$ cat src/rtl/i2cm_pkg.sv
package i2cm_pkg;

  localparam int unsigned BufferDepth     = 256;
  localparam int unsigned BusCountDefault = 10;

  localparam logic [15:0] HalfPeriodReset  = 16'd2;
  localparam logic [7:0]  AckTimeoutReset  = 8'd25;

  typedef enum logic [1:0] {
    KIND_CMD  = 2'd0,
    KIND_LOAD = 2'd1,
    KIND_TICK = 2'd2,
    KIND_NONE = 2'd3
  } kind_e;

  typedef enum logic [1:0] {
    OP_WRITE = 2'd0,
    OP_READ  = 2'd1,
    OP_PROBE = 2'd2,
    OP_BAD   = 2'd3
  } op_e;

  typedef enum logic [0:0] {
    CFG_HALF_PERIOD = 1'b0,
    CFG_ACK_TIMEOUT = 1'b1
  } cfg_e;

  typedef enum logic [4:0] {
    PH_IDLE     = 5'd0,
    PH_START    = 5'd1,
    PH_RESTART  = 5'd2,
    PH_TX_DEV   = 5'd3,
    PH_ACK_DEV  = 5'd4,
    PH_TX_REGHI = 5'd5,
    PH_ACK_REGHI= 5'd6,
    PH_TX_REGLO = 5'd7,
    PH_ACK_REGLO= 5'd8,
    PH_TX_DATA  = 5'd9,
    PH_ACK_DATA = 5'd10,
    PH_TX_DEVR  = 5'd11,
    PH_ACK_DEVR = 5'd12,
    PH_RX_BITS  = 5'd13,
    PH_RX_ACK   = 5'd14,
    PH_MIDSTOP  = 5'd15,
    PH_STOP     = 5'd16
  } phase_e;

  // item as classified by the front end
  typedef struct packed {
    kind_e       kind;
    logic        cmd_ok;
    op_e         op;
    logic [3:0]  bus;
    logic [7:0]  dev;
    logic [15:0] regaddr;
    logic        two;
    logic [7:0]  count;
    logic [7:0]  wbyte;
    logic        sda;
  } item_t;

  typedef struct packed {
    logic       scl;
    logic       sda;
    logic       en;
    logic [3:0] bus;
    logic [7:0] rdata;
    logic       rvalid;
    logic       rlast;
    logic       missing;
    logic       present;
    logic       busy;
    logic       done;
  } res_t;

endpackage

$ cat src/rtl/i2cm_ram.sv
module i2cm_ram #(
  parameter int unsigned Width = 8,
  parameter int unsigned Depth = 256
) (
  input  logic                     clk_i,
  input  logic                     we_i,
  input  logic [$clog2(Depth)-1:0] waddr_i,
  input  logic [Width-1:0]         wdata_i,
  input  logic [$clog2(Depth)-1:0] raddr_i,
  output logic [Width-1:0]         rdata_o
);
  logic [Width-1:0] mem_q [Depth];

  always_ff @(posedge clk_i) begin
    if (we_i) begin
      mem_q[waddr_i] <= wdata_i;
    end
    rdata_o <= mem_q[raddr_i];
  end
endmodule

$ cat src/rtl/i2cm_front.sv
module i2cm_front #(
  parameter int unsigned BusCount = 10
) (
  input  logic        clk_i,
  input  logic        rst_ni,
  input  logic        in_valid_i,
  output logic        in_ready_o,
  input  logic [1:0]  kind_i,
  input  logic [1:0]  operation_i,
  input  logic [3:0]  bus_select_i,
  input  logic [7:0]  device_address_i,
  input  logic [15:0] register_address_i,
  input  logic        register_two_bytes_i,
  input  logic [7:0]  transfer_count_i,
  input  logic [7:0]  write_byte_i,
  input  logic        sda_sample_i,
  output logic        q_valid_o,
  input  logic        q_ready_i,
  output i2cm_pkg::item_t q_item_o
);
  import i2cm_pkg::*;

  // two-entry queue
  item_t  mem_q [2];
  logic   wp_q, rp_q;
  logic [1:0] cnt_q;
  item_t  it;
  logic   push, pop;

  always_comb begin
    it.kind    = kind_e'(kind_i);
    it.op      = op_e'(operation_i);
    it.cmd_ok  = (operation_i != OP_BAD) && ({28'd0, bus_select_i} < 32'(BusCount));
    it.bus     = bus_select_i;
    it.dev     = device_address_i;
    it.regaddr = register_address_i;
    it.two     = register_two_bytes_i;
    it.count   = transfer_count_i;
    it.wbyte   = write_byte_i;
    it.sda     = sda_sample_i;
  end

  assign in_ready_o = (cnt_q != 2'd2);
  assign push       = in_valid_i && in_ready_o;
  assign q_valid_o  = (cnt_q != 2'd0);
  assign pop        = q_valid_o && q_ready_i;
  assign q_item_o   = mem_q[rp_q];

  always_ff @(posedge clk_i) begin
    if (push) begin
      mem_q[wp_q] <= it;
    end
  end

  always_ff @(posedge clk_i or negedge rst_ni) begin
    if (!rst_ni) begin
      wp_q  <= 1'b0;
      rp_q  <= 1'b0;
      cnt_q <= 2'd0;
    end else begin
      if (push) wp_q <= ~wp_q;
      if (pop)  rp_q <= ~rp_q;
      cnt_q <= cnt_q + {1'b0, push} - {1'b0, pop};
    end
  end

  assert property (@(posedge clk_i) disable iff (!rst_ni) cnt_q <= 2'd2)
    else $error("queue count overflow");
  assert property (@(posedge clk_i) disable iff (!rst_ni)
    (cnt_q == 2'd0) |-> !pop) else $error("pop from empty queue");
  assert property (@(posedge clk_i) disable iff (!rst_ni)
    (push && !pop) |=> (cnt_q == $past(cnt_q) + 2'd1)) else $error("count not advanced");
endmodule

$ cat src/rtl/i2cm_back.sv
module i2cm_back (
  input  logic            clk_i,
  input  logic            rst_ni,
  input  logic            cfg_we_i,
  input  logic [15:0]     cfg_wdata_i,
  input  logic            cfg_index_i,
  input  logic            q_valid_i,
  output logic            q_ready_o,
  input  i2cm_pkg::item_t q_item_i,
  output logic            res_valid_o,
  input  logic            res_ready_i,
  output i2cm_pkg::res_t  res_o
);
  import i2cm_pkg::*;

  localparam int unsigned Aw = (BufferDepth > 1) ? $clog2(BufferDepth) : 1;

  logic [15:0] hp_q;
  logic [7:0]  to_q;
  phase_e      ph_q, ph_d;
  logic [3:0]  bit_q, bit_d;
  logic [7:0]  byte_q, byte_d, sh_q, sh_d, wait_q, wait_d, lp_q, lp_d;
  logic [15:0] tick_q, tick_d;
  op_e         op_q, op_d;
  logic [3:0]  bus_q, bus_d;
  logic [7:0]  dev_q, dev_d, cnt_q, cnt_d;
  logic [15:0] reg_q, reg_d;
  logic        two_q, two_d, pa_q, pa_d;
  logic        scl_q, scl_d, sda_q, sda_d, en_q, en_d;

  logic        ov_q;      // output register valid
  res_t        out_q, out_d;
  logic        take;
  logic        fetch_q;   // a data byte read is in flight from the buffer
  logic [7:0]  rd_data;
  logic        we;
  logic [Aw-1:0] raddr;

  // the buffer read is registered; the entering of a data byte needs it
  logic        need_fetch;
  logic [7:0]  fetch_idx;

  assign q_ready_o   = (!ov_q || res_ready_i) && !fetch_q;
  assign take        = q_valid_i && q_ready_o;
  assign res_valid_o = ov_q;
  assign res_o       = out_q;

  assign we = take && (q_item_i.kind == KIND_LOAD) && (ph_q == PH_IDLE);

  i2cm_ram #(.Width(8), .Depth(BufferDepth)) u_ram (
    .clk_i   (clk_i),
    .we_i    (we),
    .waddr_i (lp_q[Aw-1:0]),
    .wdata_i (q_item_i.wbyte),
    .raddr_i (raddr),
    .rdata_o (rd_data)
  );

  always_comb begin
    logic [15:0] hp;
    logic        hi, txack, ack_now, last;
    logic [2:0]  role;
    logic [7:0]  byte_inc;
    logic [15:0] tick_inc;
    phase_e      nph;
    logic [3:0]  nb;
    logic        do_enter;
    logic        rv, rl, miss, dn;
    logic [7:0]  rdat;
    logic        adv_ack;
    logic [2:0]  next_role;
    logic        go_tx;

    ph_d = ph_q; bit_d = bit_q; byte_d = byte_q; sh_d = sh_q; wait_d = wait_q;
    lp_d = lp_q; tick_d = tick_q; op_d = op_q; bus_d = bus_q; dev_d = dev_q;
    cnt_d = cnt_q; reg_d = reg_q; two_d = two_q; pa_d = pa_q;
    scl_d = scl_q; sda_d = sda_q; en_d = en_q;
    need_fetch = 1'b0; fetch_idx = byte_q;
    rv = 1'b0; rl = 1'b0; miss = 1'b0; dn = 1'b0; rdat = 8'd0;
    nph = ph_q; nb = 4'd0; do_enter = 1'b0; adv_ack = 1'b0;
    next_role = 3'd0; go_tx = 1'b0;

    hp       = (hp_q == 16'd0) ? 16'd1 : hp_q;
    hi       = bit_q[0];
    txack    = (ph_q >= PH_TX_DEV) && (ph_q < PH_RX_BITS) && !ph_q[0];
    role     = 3'((ph_q - PH_TX_DEV) >> 1);
    byte_inc = byte_q + 8'd1;
    tick_inc = tick_q + 16'd1;
    last     = ({1'b0, byte_q} + 9'd1) >= {1'b0, cnt_q};
    ack_now  = 1'b0;

    if (take) begin
      unique case (q_item_i.kind)
        KIND_CMD: begin
          if (ph_q == PH_IDLE && q_item_i.cmd_ok) begin
            op_d = q_item_i.op; bus_d = q_item_i.bus; dev_d = q_item_i.dev;
            reg_d = q_item_i.regaddr; two_d = q_item_i.two; cnt_d = q_item_i.count;
            pa_d = 1'b0; lp_d = 8'd0; byte_d = 8'd0;
            nph = PH_START; nb = 4'd0; do_enter = 1'b1;
          end
        end
        KIND_LOAD: begin
          if (ph_q == PH_IDLE) lp_d = lp_q + 8'd1;
        end
        KIND_TICK: begin
          if (ph_q != PH_IDLE) begin
            if (txack && bit_q == 4'd1) begin
              if (!q_item_i.sda) begin
                if (role == 3'd0 && op_q == OP_PROBE) pa_d = 1'b1;
                adv_ack = 1'b1;
              end else if (wait_q >= to_q) begin
                miss = 1'b1; adv_ack = 1'b1;
              end else begin
                wait_d = wait_q + 8'd1;
              end
            end else begin
              tick_d = tick_inc;
              if (tick_inc >= hp) begin
                ack_now = 1'b1;
              end
            end
          end
        end
        default: ;
      endcase
    end

    if (adv_ack) begin
      unique case (role)
        3'd0: begin
          if (op_q == OP_PROBE) begin nph = PH_STOP; do_enter = 1'b1; end
          else begin go_tx = 1'b1; next_role = two_q ? 3'd1 : 3'd2; end
        end
        3'd1: begin go_tx = 1'b1; next_role = 3'd2; end
        3'd2: begin
          byte_d = 8'd0;
          if (op_q == OP_READ) begin nph = PH_MIDSTOP; do_enter = 1'b1; end
          else if (cnt_q != 8'd0) begin
            go_tx = 1'b1; next_role = 3'd3; fetch_idx = 8'd0;
          end else begin nph = PH_STOP; do_enter = 1'b1; end
        end
        3'd3: begin
          byte_d = byte_inc;
          if (byte_inc < cnt_q) begin go_tx = 1'b1; next_role = 3'd3; fetch_idx = byte_inc; end
          else begin nph = PH_STOP; do_enter = 1'b1; end
        end
        default: begin
          byte_d = 8'd0; sh_d = 8'd0;
          nph = (cnt_q != 8'd0) ? PH_RX_BITS : PH_STOP; do_enter = 1'b1;
        end
      endcase
    end

    if (ack_now) begin
      priority if (ph_q == PH_START || ph_q == PH_RESTART) begin
        if (bit_q == 4'd0) begin nph = ph_q; nb = 4'd1; do_enter = 1'b1; end
        else begin go_tx = 1'b1; next_role = (ph_q == PH_START) ? 3'd0 : 3'd4; end
      end else if (txack) begin
        nph = ph_q; nb = 4'd1; do_enter = 1'b1;
      end else if (ph_q >= PH_TX_DEV && ph_q < PH_RX_BITS) begin
        do_enter = 1'b1;
        if (bit_q < 4'd15) begin nph = ph_q; nb = bit_q + 4'd1; end
        else nph = phase_e'(ph_q + 5'd1);
      end else if (ph_q == PH_RX_BITS) begin
        logic [7:0] s;
        s = hi ? {sh_q[6:0], q_item_i.sda} : sh_q;
        sh_d = s;
        do_enter = 1'b1;
        if (bit_q < 4'd15) begin nph = PH_RX_BITS; nb = bit_q + 4'd1; end
        else begin rdat = s; rv = 1'b1; rl = last; nph = PH_RX_ACK; end
      end else if (ph_q == PH_RX_ACK) begin
        do_enter = 1'b1;
        if (bit_q == 4'd0) begin nph = PH_RX_ACK; nb = 4'd1; end
        else begin
          byte_d = byte_inc; sh_d = 8'd0;
          nph = (byte_inc < cnt_q) ? PH_RX_BITS : PH_STOP;
        end
      end else if (ph_q == PH_MIDSTOP) begin
        do_enter = 1'b1;
        if (bit_q < 4'd2) begin nph = PH_MIDSTOP; nb = bit_q + 4'd1; end
        else nph = PH_RESTART;
      end else if (ph_q == PH_STOP) begin
        if (bit_q < 4'd2) begin nph = PH_STOP; nb = bit_q + 4'd1; do_enter = 1'b1; end
        else begin ph_d = PH_IDLE; bit_d = 4'd0; tick_d = 16'd0; dn = 1'b1; end
      end else begin
        ph_d = PH_IDLE;
      end
    end

    if (go_tx) begin
      nph = phase_e'(5'(PH_TX_DEV) + {1'b0, next_role, 1'b0});
      nb = 4'd0; do_enter = 1'b1;
      unique case (next_role)
        3'd0: sh_d = dev_q;
        3'd4: sh_d = dev_q + 8'd1;
        3'd1: sh_d = reg_q[15:8];
        3'd2: sh_d = reg_q[7:0];
        3'd3: need_fetch = 1'b1;  // byte patched in when RAM data returns
        default: sh_d = 8'd0;
      endcase
    end

    if (do_enter) begin
      logic b1;
      ph_d = nph; bit_d = nb; tick_d = 16'd0; wait_d = 8'd0;
      b1 = nb[0];
      if (nph == PH_START || nph == PH_RESTART) begin
        scl_d = 1'b1; sda_d = !b1; en_d = 1'b1;
      end else if (nph >= PH_TX_DEV && nph < PH_RX_BITS) begin
        if (nph[0]) begin scl_d = b1; sda_d = sh_d[3'd7 - 3'(nb >> 1)]; en_d = 1'b1; end
        else begin scl_d = b1; sda_d = 1'b1; en_d = 1'b0; end
      end else if (nph == PH_RX_BITS) begin
        scl_d = b1; sda_d = 1'b1; en_d = 1'b0;
      end else if (nph == PH_RX_ACK) begin
        scl_d = b1; sda_d = ({1'b0, byte_d} + 9'd1) >= {1'b0, cnt_q}; en_d = 1'b1;
      end else begin
        scl_d = (nb >= 4'd1); sda_d = (nb >= 4'd2); en_d = 1'b1;
      end
    end

    out_d.scl = scl_d; out_d.sda = sda_d; out_d.en = en_d; out_d.bus = bus_d;
    out_d.rdata = rdat; out_d.rvalid = rv; out_d.rlast = rl; out_d.missing = miss;
    out_d.present = pa_d; out_d.busy = (ph_d != PH_IDLE); out_d.done = dn;
  end

  assign raddr = fetch_idx[Aw-1:0];

  always_ff @(posedge clk_i) begin
    if (take) out_q <= out_d;
    else if (fetch_q) begin
      out_q.sda <= rd_data[7];  // first data bit, bit counter is zero
    end
  end

  always_ff @(posedge clk_i or negedge rst_ni) begin
    if (!rst_ni) begin
      hp_q <= HalfPeriodReset; to_q <= AckTimeoutReset;
      ph_q <= PH_IDLE; bit_q <= '0; byte_q <= '0; sh_q <= '0; wait_q <= '0;
      lp_q <= '0; tick_q <= '0; op_q <= OP_WRITE; bus_q <= '0; dev_q <= '0;
      cnt_q <= '0; reg_q <= '0; two_q <= 1'b0; pa_q <= 1'b0;
      scl_q <= 1'b0; sda_q <= 1'b0; en_q <= 1'b1;
      ov_q <= 1'b0; fetch_q <= 1'b0;
    end else begin
      if (cfg_we_i) begin
        unique case (cfg_e'(cfg_index_i))
          CFG_HALF_PERIOD: hp_q <= cfg_wdata_i;
          CFG_ACK_TIMEOUT: to_q <= cfg_wdata_i[7:0];
          default: ;
        endcase
      end
      if (take) begin
        ph_q <= ph_d; bit_q <= bit_d; byte_q <= byte_d; sh_q <= sh_d; wait_q <= wait_d;
        lp_q <= lp_d; tick_q <= tick_d; op_q <= op_d; bus_q <= bus_d; dev_q <= dev_d;
        cnt_q <= cnt_d; reg_q <= reg_d; two_q <= two_d; pa_q <= pa_d;
        scl_q <= scl_d; sda_q <= sda_d; en_q <= en_d;
      end else if (fetch_q) begin
        sh_q  <= rd_data;
        sda_q <= rd_data[7];
      end
      fetch_q <= take && need_fetch;
      // result is held until the fetched byte patches it
      if (take) ov_q <= !need_fetch;
      else if (fetch_q) ov_q <= 1'b1;
      else if (res_ready_i) ov_q <= 1'b0;
    end
  end

  assert property (@(posedge clk_i) disable iff (!rst_ni) fetch_q |-> !ov_q)
    else $error("result shown before buffer byte arrived");
  assert property (@(posedge clk_i) disable iff (!rst_ni)
    (ph_q == PH_IDLE) |-> (tick_q == 16'd0 || $past(ph_q) == PH_IDLE))
    else $error("tick counter not cleared at idle");
  assert property (@(posedge clk_i) disable iff (!rst_ni)
    ov_q && out_q.rvalid |-> out_q.busy) else $error("read byte outside transfer");
endmodule

$ cat src/rtl/i2c_master_register_transfer.sv
// Items pass the input queue and results the output register; an item that
// starts a write data byte also waits for the write buffer read.
// Throughput: one item per cycle, stalled by out_ready_i and write buffer reads.
// A two-entry input queue separates acceptance from execution.
// Reset (asynchronous, active low): idle, counters cleared, SCL low, SDA low
// driven; the write buffer holds no defined data until loaded.
module i2c_master_register_transfer #(
  parameter int unsigned BusCount = i2cm_pkg::BusCountDefault
) (
  input  logic        clk_i,
  input  logic        rst_ni,
  input  logic        cfg_we_i,
  input  logic        cfg_index_i,
  input  logic [15:0] cfg_wdata_i,
  input  logic        in_valid_i,
  output logic        in_ready_o,
  input  logic [1:0]  kind_i,
  input  logic [1:0]  operation_i,
  input  logic [3:0]  bus_select_i,
  input  logic [7:0]  device_address_i,
  input  logic [15:0] register_address_i,
  input  logic        register_two_bytes_i,
  input  logic [7:0]  transfer_count_i,
  input  logic [7:0]  write_byte_i,
  input  logic        sda_sample_i,
  output logic        out_valid_o,
  input  logic        out_ready_i,
  output logic        clock_line_o,
  output logic        data_line_drive_o,
  output logic        data_line_enable_o,
  output logic [3:0]  bus_index_o,
  output logic [7:0]  read_data_o,
  output logic        read_valid_o,
  output logic        read_last_o,
  output logic        ack_missing_o,
  output logic        device_present_o,
  output logic        busy_res_o,
  output logic        done_res_o
);
  import i2cm_pkg::*;

  item_t q_item;
  logic  q_valid, q_ready;
  res_t  res;

  i2cm_front #(.BusCount(BusCount)) u_front (
    .clk_i, .rst_ni, .in_valid_i, .in_ready_o, .kind_i, .operation_i, .bus_select_i,
    .device_address_i, .register_address_i, .register_two_bytes_i, .transfer_count_i,
    .write_byte_i, .sda_sample_i,
    .q_valid_o (q_valid), .q_ready_i (q_ready), .q_item_o (q_item)
  );

  i2cm_back u_back (
    .clk_i, .rst_ni, .cfg_we_i, .cfg_wdata_i, .cfg_index_i,
    .q_valid_i (q_valid), .q_ready_o (q_ready), .q_item_i (q_item),
    .res_valid_o (out_valid_o), .res_ready_i (out_ready_i), .res_o (res)
  );

  assign clock_line_o       = res.scl;
  assign data_line_drive_o  = res.sda;
  assign data_line_enable_o = res.en;
  assign bus_index_o        = res.bus;
  assign read_data_o        = res.rdata;
  assign read_valid_o       = res.rvalid;
  assign read_last_o        = res.rlast;
  assign ack_missing_o      = res.missing;
  assign device_present_o   = res.present;
  assign busy_res_o         = res.busy;
  assign done_res_o         = res.done;
endmodule

$ cat config.mk
export PLATFORM = sky130hd
export DESIGN_NAME = i2c_master_register_transfer
export DESIGN_NICKNAME = d
export VERILOG_FILES = /design/src/rtl/i2cm_pkg.sv /design/src/rtl/i2cm_ram.sv /design/src/rtl/i2cm_front.sv /design/src/rtl/i2cm_back.sv /design/src/rtl/i2c_master_register_transfer.sv
export SDC_FILE = /design/constraint.sdc
export NUM_CORES = 2
export LEC_CHECK = 0
export BUFFER_PORTS_ARGS = -buffer_cell sky130_fd_sc_hd__buf_2
export CAP_MARGIN = 0
export CORE_UTILIZATION = 62
export CTS_CLUSTER_DIAMETER = 80
export DETAILED_ROUTE_END_ITERATION = 10
export GPL_TIMING_DRIVEN = 1
export PLACE_DENSITY = 0.78
export SKIP_CTS_REPAIR_TIMING = 1
export SYNTH_ARGS = -nofsm -noshare
export SYNTH_HDL_FRONTEND = slang
export SYNTH_HIERARCHICAL = 1
export SYNTH_SLANG_ARGS = --single-unit
$ cat constraint.sdc
create_clock -name clk_i -period 14.6 [get_ports clk_i]
set_clock_uncertainty 0.2 [all_clocks]
set_input_delay 2.92 -clock clk_i [delete_from_list [all_inputs] [get_ports clk_i]]
set_output_delay 2.92 -clock clk_i [all_outputs]
set_load 0.1 [all_outputs]
==> run_results.csv <==
group,metric,value,unit
status,status,"completed",
logic_synthesis,yosys_warnings,6,
critical_path,reg2reg_slack,6.57,ns
floorplanning,core_area,149000,um^2
logic_synthesis,synth_area,93300,um^2
final_layout,fin_util,69.0,%
routing,drtPass1Iterations,6,
critical_path,worst_setup_path_end_kind,"flop",
floorplanning,dieArea,152000,um^2
sta,min_period,8.66,ns
critical_path,path_max_fanout,97,
sta,fin_setup_tns,0,ns
sta,worst_pin_slew,1.40,ns
cts,cts_max_level,4,
place,dp.cells,6866,
logic_synthesis,synthDistinctLibCells,105,
power,power.density,154,nW/um^2
sta,relSlewSlack,5.89,%
floorplanning,rows,141,
logic_synthesis,synthFlopType,"edfxtp_1",
global_route,antenna_found_initial,5,
min_path,hold_path.class,"flop to flop",
sta,slew_viol_final,0,
final_layout,stdcell_count,7282,
floorplanning,die_y,390,um
floorplanning,die_w,390,um
cts,clk_pin_slew,0.06,ns
critical_path,arrival,9.14,ns
global_route,grt_pass1_vias,49600,
cts,cts_tree,"built",
logic_synthesis,synth-edff-count,2171,
logic_synthesis,yosysTopAreaCell,"edfxtp_1",
routing,drc,0,
run,drv_cap,0,
global_route,grt_pass1_wl,332,mm
place,io_buffers,94,
place,pre_cts_slack,5.02,ns
final_layout,area_growth,9.95,%
sta,setup_slack,5.94,ns
cts,numCtsBuffers,219,
logic_synthesis,synth_top_area_share,69.9,%
cts,cts.path.max_buffers,3,
logic_synthesis,synth_common_cells,"edfxtp_1, mux4_2, nor2_1",
global_route,grtUsageTotal,30.1,%
routing,drt_iter0_markers,6340,
floorplanning,start_util,62.8,%
routing,routedWlPerCell,31.3,um
final_layout,layout-drive-gt1-share,21.2,%
min_path,worstHoldPathCells,2,
logic_synthesis,syn_nets,5108,
floorplanning,ios,95,
logic_synthesis,synth_area_leaders,"edfxtp_1, mux4_2, dfrtp_1, mux2i_1, nor2_1",
sta,rsz0062_at_grt,"false",
cts,cts_sinks,2309,
logic_synthesis,avgSynthCellArea,18.7,um^2
sta,finalHoldViolCount,0,
cts,cts_root_buf,"clkbuf_16",
logic_synthesis,synthArstFlopShare,5.63,%
logic_synthesis,ys_ff_latch,2309,
routing,ant_nets,0,
sta,fmax,115,MHz
power,p_leak,32.0,nW
logic_synthesis,yosysSeqAreaShare,73.6,%
routing,routed_wl,228,mm
final_layout,finalNetCount,5218,
critical_path,required,15.08,ns
critical_path,worst_setup_path_start_kind,"input pin",
place,place_hpwl,136,mm
critical_path,ff2ff_path_depth,14,
global_route,grt_max_degree,171,
sta,finalCritPeriodShare,59.3,%
routing,vias,50300,
sta,setup_viol,0,
cts,clk-insertion-delay-late,0.85,ns
final_layout,fillers,9016,
global_route,overflow,0,
logic_synthesis,synth.most_common_cell,"edfxtp_1",
critical_path,worstSetupPathType,"input pin to flop",
place,place.gp.congestion,0.917,
power,peakVddDrop,0.157,mV
routing,viasPerCell,6.90,
logic_synthesis,postSynthCellCount,4976,
## per-layer routing
| layer | track usage, % | up-vias | routed length (um) |
|---|---|---|---|
| met5 | 0 | - | 44 |
| met4 | 12.7 | 6 | 10400 |
| met3 | 6.99 | 571 | 26100 |
| met2 | 47.2 | 3262 | 109000 |
| met1 | 41.2 | 25900 | 82400 |
| li1 | - | 20500 | - |
## kinds of logic (layout without fill, tap and decap cells)
family	after synthesis	after routing	synth area share (%)
AO/OA/AOI/OAI	650	650	4.86
other	0	3	0
adder cells (fa/ha/maj)	60	60	0.805
multiplexers	710	710	13.9
flip-flops	2309	2309	73.6
buffers and inverters	343	644	2.05
XOR/XNOR	51	51	0.487
AND/OR/NAND/NOR	853	853	4.35
## worst max-delay path: stages
cell,delay (ns)
buf_2,0.08
inv_1,0.05
a211o_1,0.54
nor3_2,0.40
nand2_1,0.28
or2_0,0.48
o21ai_4,0.75
buf_4,0.62
buf_12,0.62
mux4_2,0.61
a22oi_1,0.31
a21oi_1,0.21
nor4_1,1.01
nor4_1,0.10
## state kept, by name, summed over array words and instances (netlist names), 16 cells and up
signal and count:
u_back/res_o 21, u_back/reg_q 16, u_front/mem_q 102, u_back/u_ram/mem_q 2048, u_back/hp_q 16, u_back/tick_q 16
## layout make-up
cell class / instances / area [um^2] / share of cell area [%]
flip-flops and latches: 2309 / 68600 / 66.9
multi-input cells: 2324 / 23000 / 22.4
clock buffers: 281 / 5810 / 5.67
well taps: 2002 / 2500 / 2.44
clock inverters: 131 / 1210 / 1.18
repair buffers: 173 / 1160 / 1.13
inverters: 59 / 221 / 0.216
diodes: 3 / 7.51 / 0.00732
## metrics by stage
| stage | instance area, um^2 | hold slack [ns] | total power, mW |
|---|---|---|---|
| 3_3_place_gp | 95500 | 0.269 | 10.2 |
| 5_1_grt | 103000 | 0.319 | 16.2 |
| 6_report | 103000 | 0.290 | 15.7 |
| 2_1_floorplan | 93300 | 0.220 | 9.63 |
| 4_1_cts | 103000 | 0.289 | 15.8 |
| 3_5_place_dp | 95500 | 0.275 | 10.3 |
## final timing paths
| check | endpoint | start |
|---|---|---|
| max | u_back/u_ram/rdata_o[4] | out_ready_i |
| min | u_back/pa_q | u_back/pa_q |
| max reg2reg | u_back/u_ram/rdata_o[4] | u_front/rp_q |
| min reg2reg | u_back/pa_q | u_back/pa_q |
| max in group asynchronous | u_back/tick_q[10] | rst_ni |
| min in group asynchronous | u_back/reg_q[13] | rst_ni |
## report_power, final
group	total [mW]	internal [mW]	switching (mW)
sequential	8.37	8.22	0.152
combinational	1.84	0.363	1.48
clock	5.53	3.09	2.44
total	15.7	11.7	4.07
## cell usage in the layout, fill, tap and decap left out, types with 9 or more instances in the layout
master        n
edfxtp_1   2171
ha_1         60
dfrtp_1     124
a22oi_1     145
clkinv_1     51
nor4_1       32
clkbuf_16   220
nor3_1       42
a21o_1       11
a221oi_1     13
nor2b_1      38
bufinv_16    15
xnor2_1      25
nor2_1      347
buf_4        72
nand3_1      76
a22o_1       22
a21oi_1     146
mux4_2      454
clkinv_2     41
a32o_1        9
and2_1       10
clkbuf_1     53
o221ai_1     54
a211oi_1     24
o211ai_1     17
nand2_1     152
o21ai_0      72
nand2b_1     21
buf_2        93
xor2_1       25
and3_1       29
nand4_1      27
inv_1        58
o22ai_1      34
mux2_2      100
a31oi_1      17
mux2i_1     145
(Power assumes the default switching activity.)
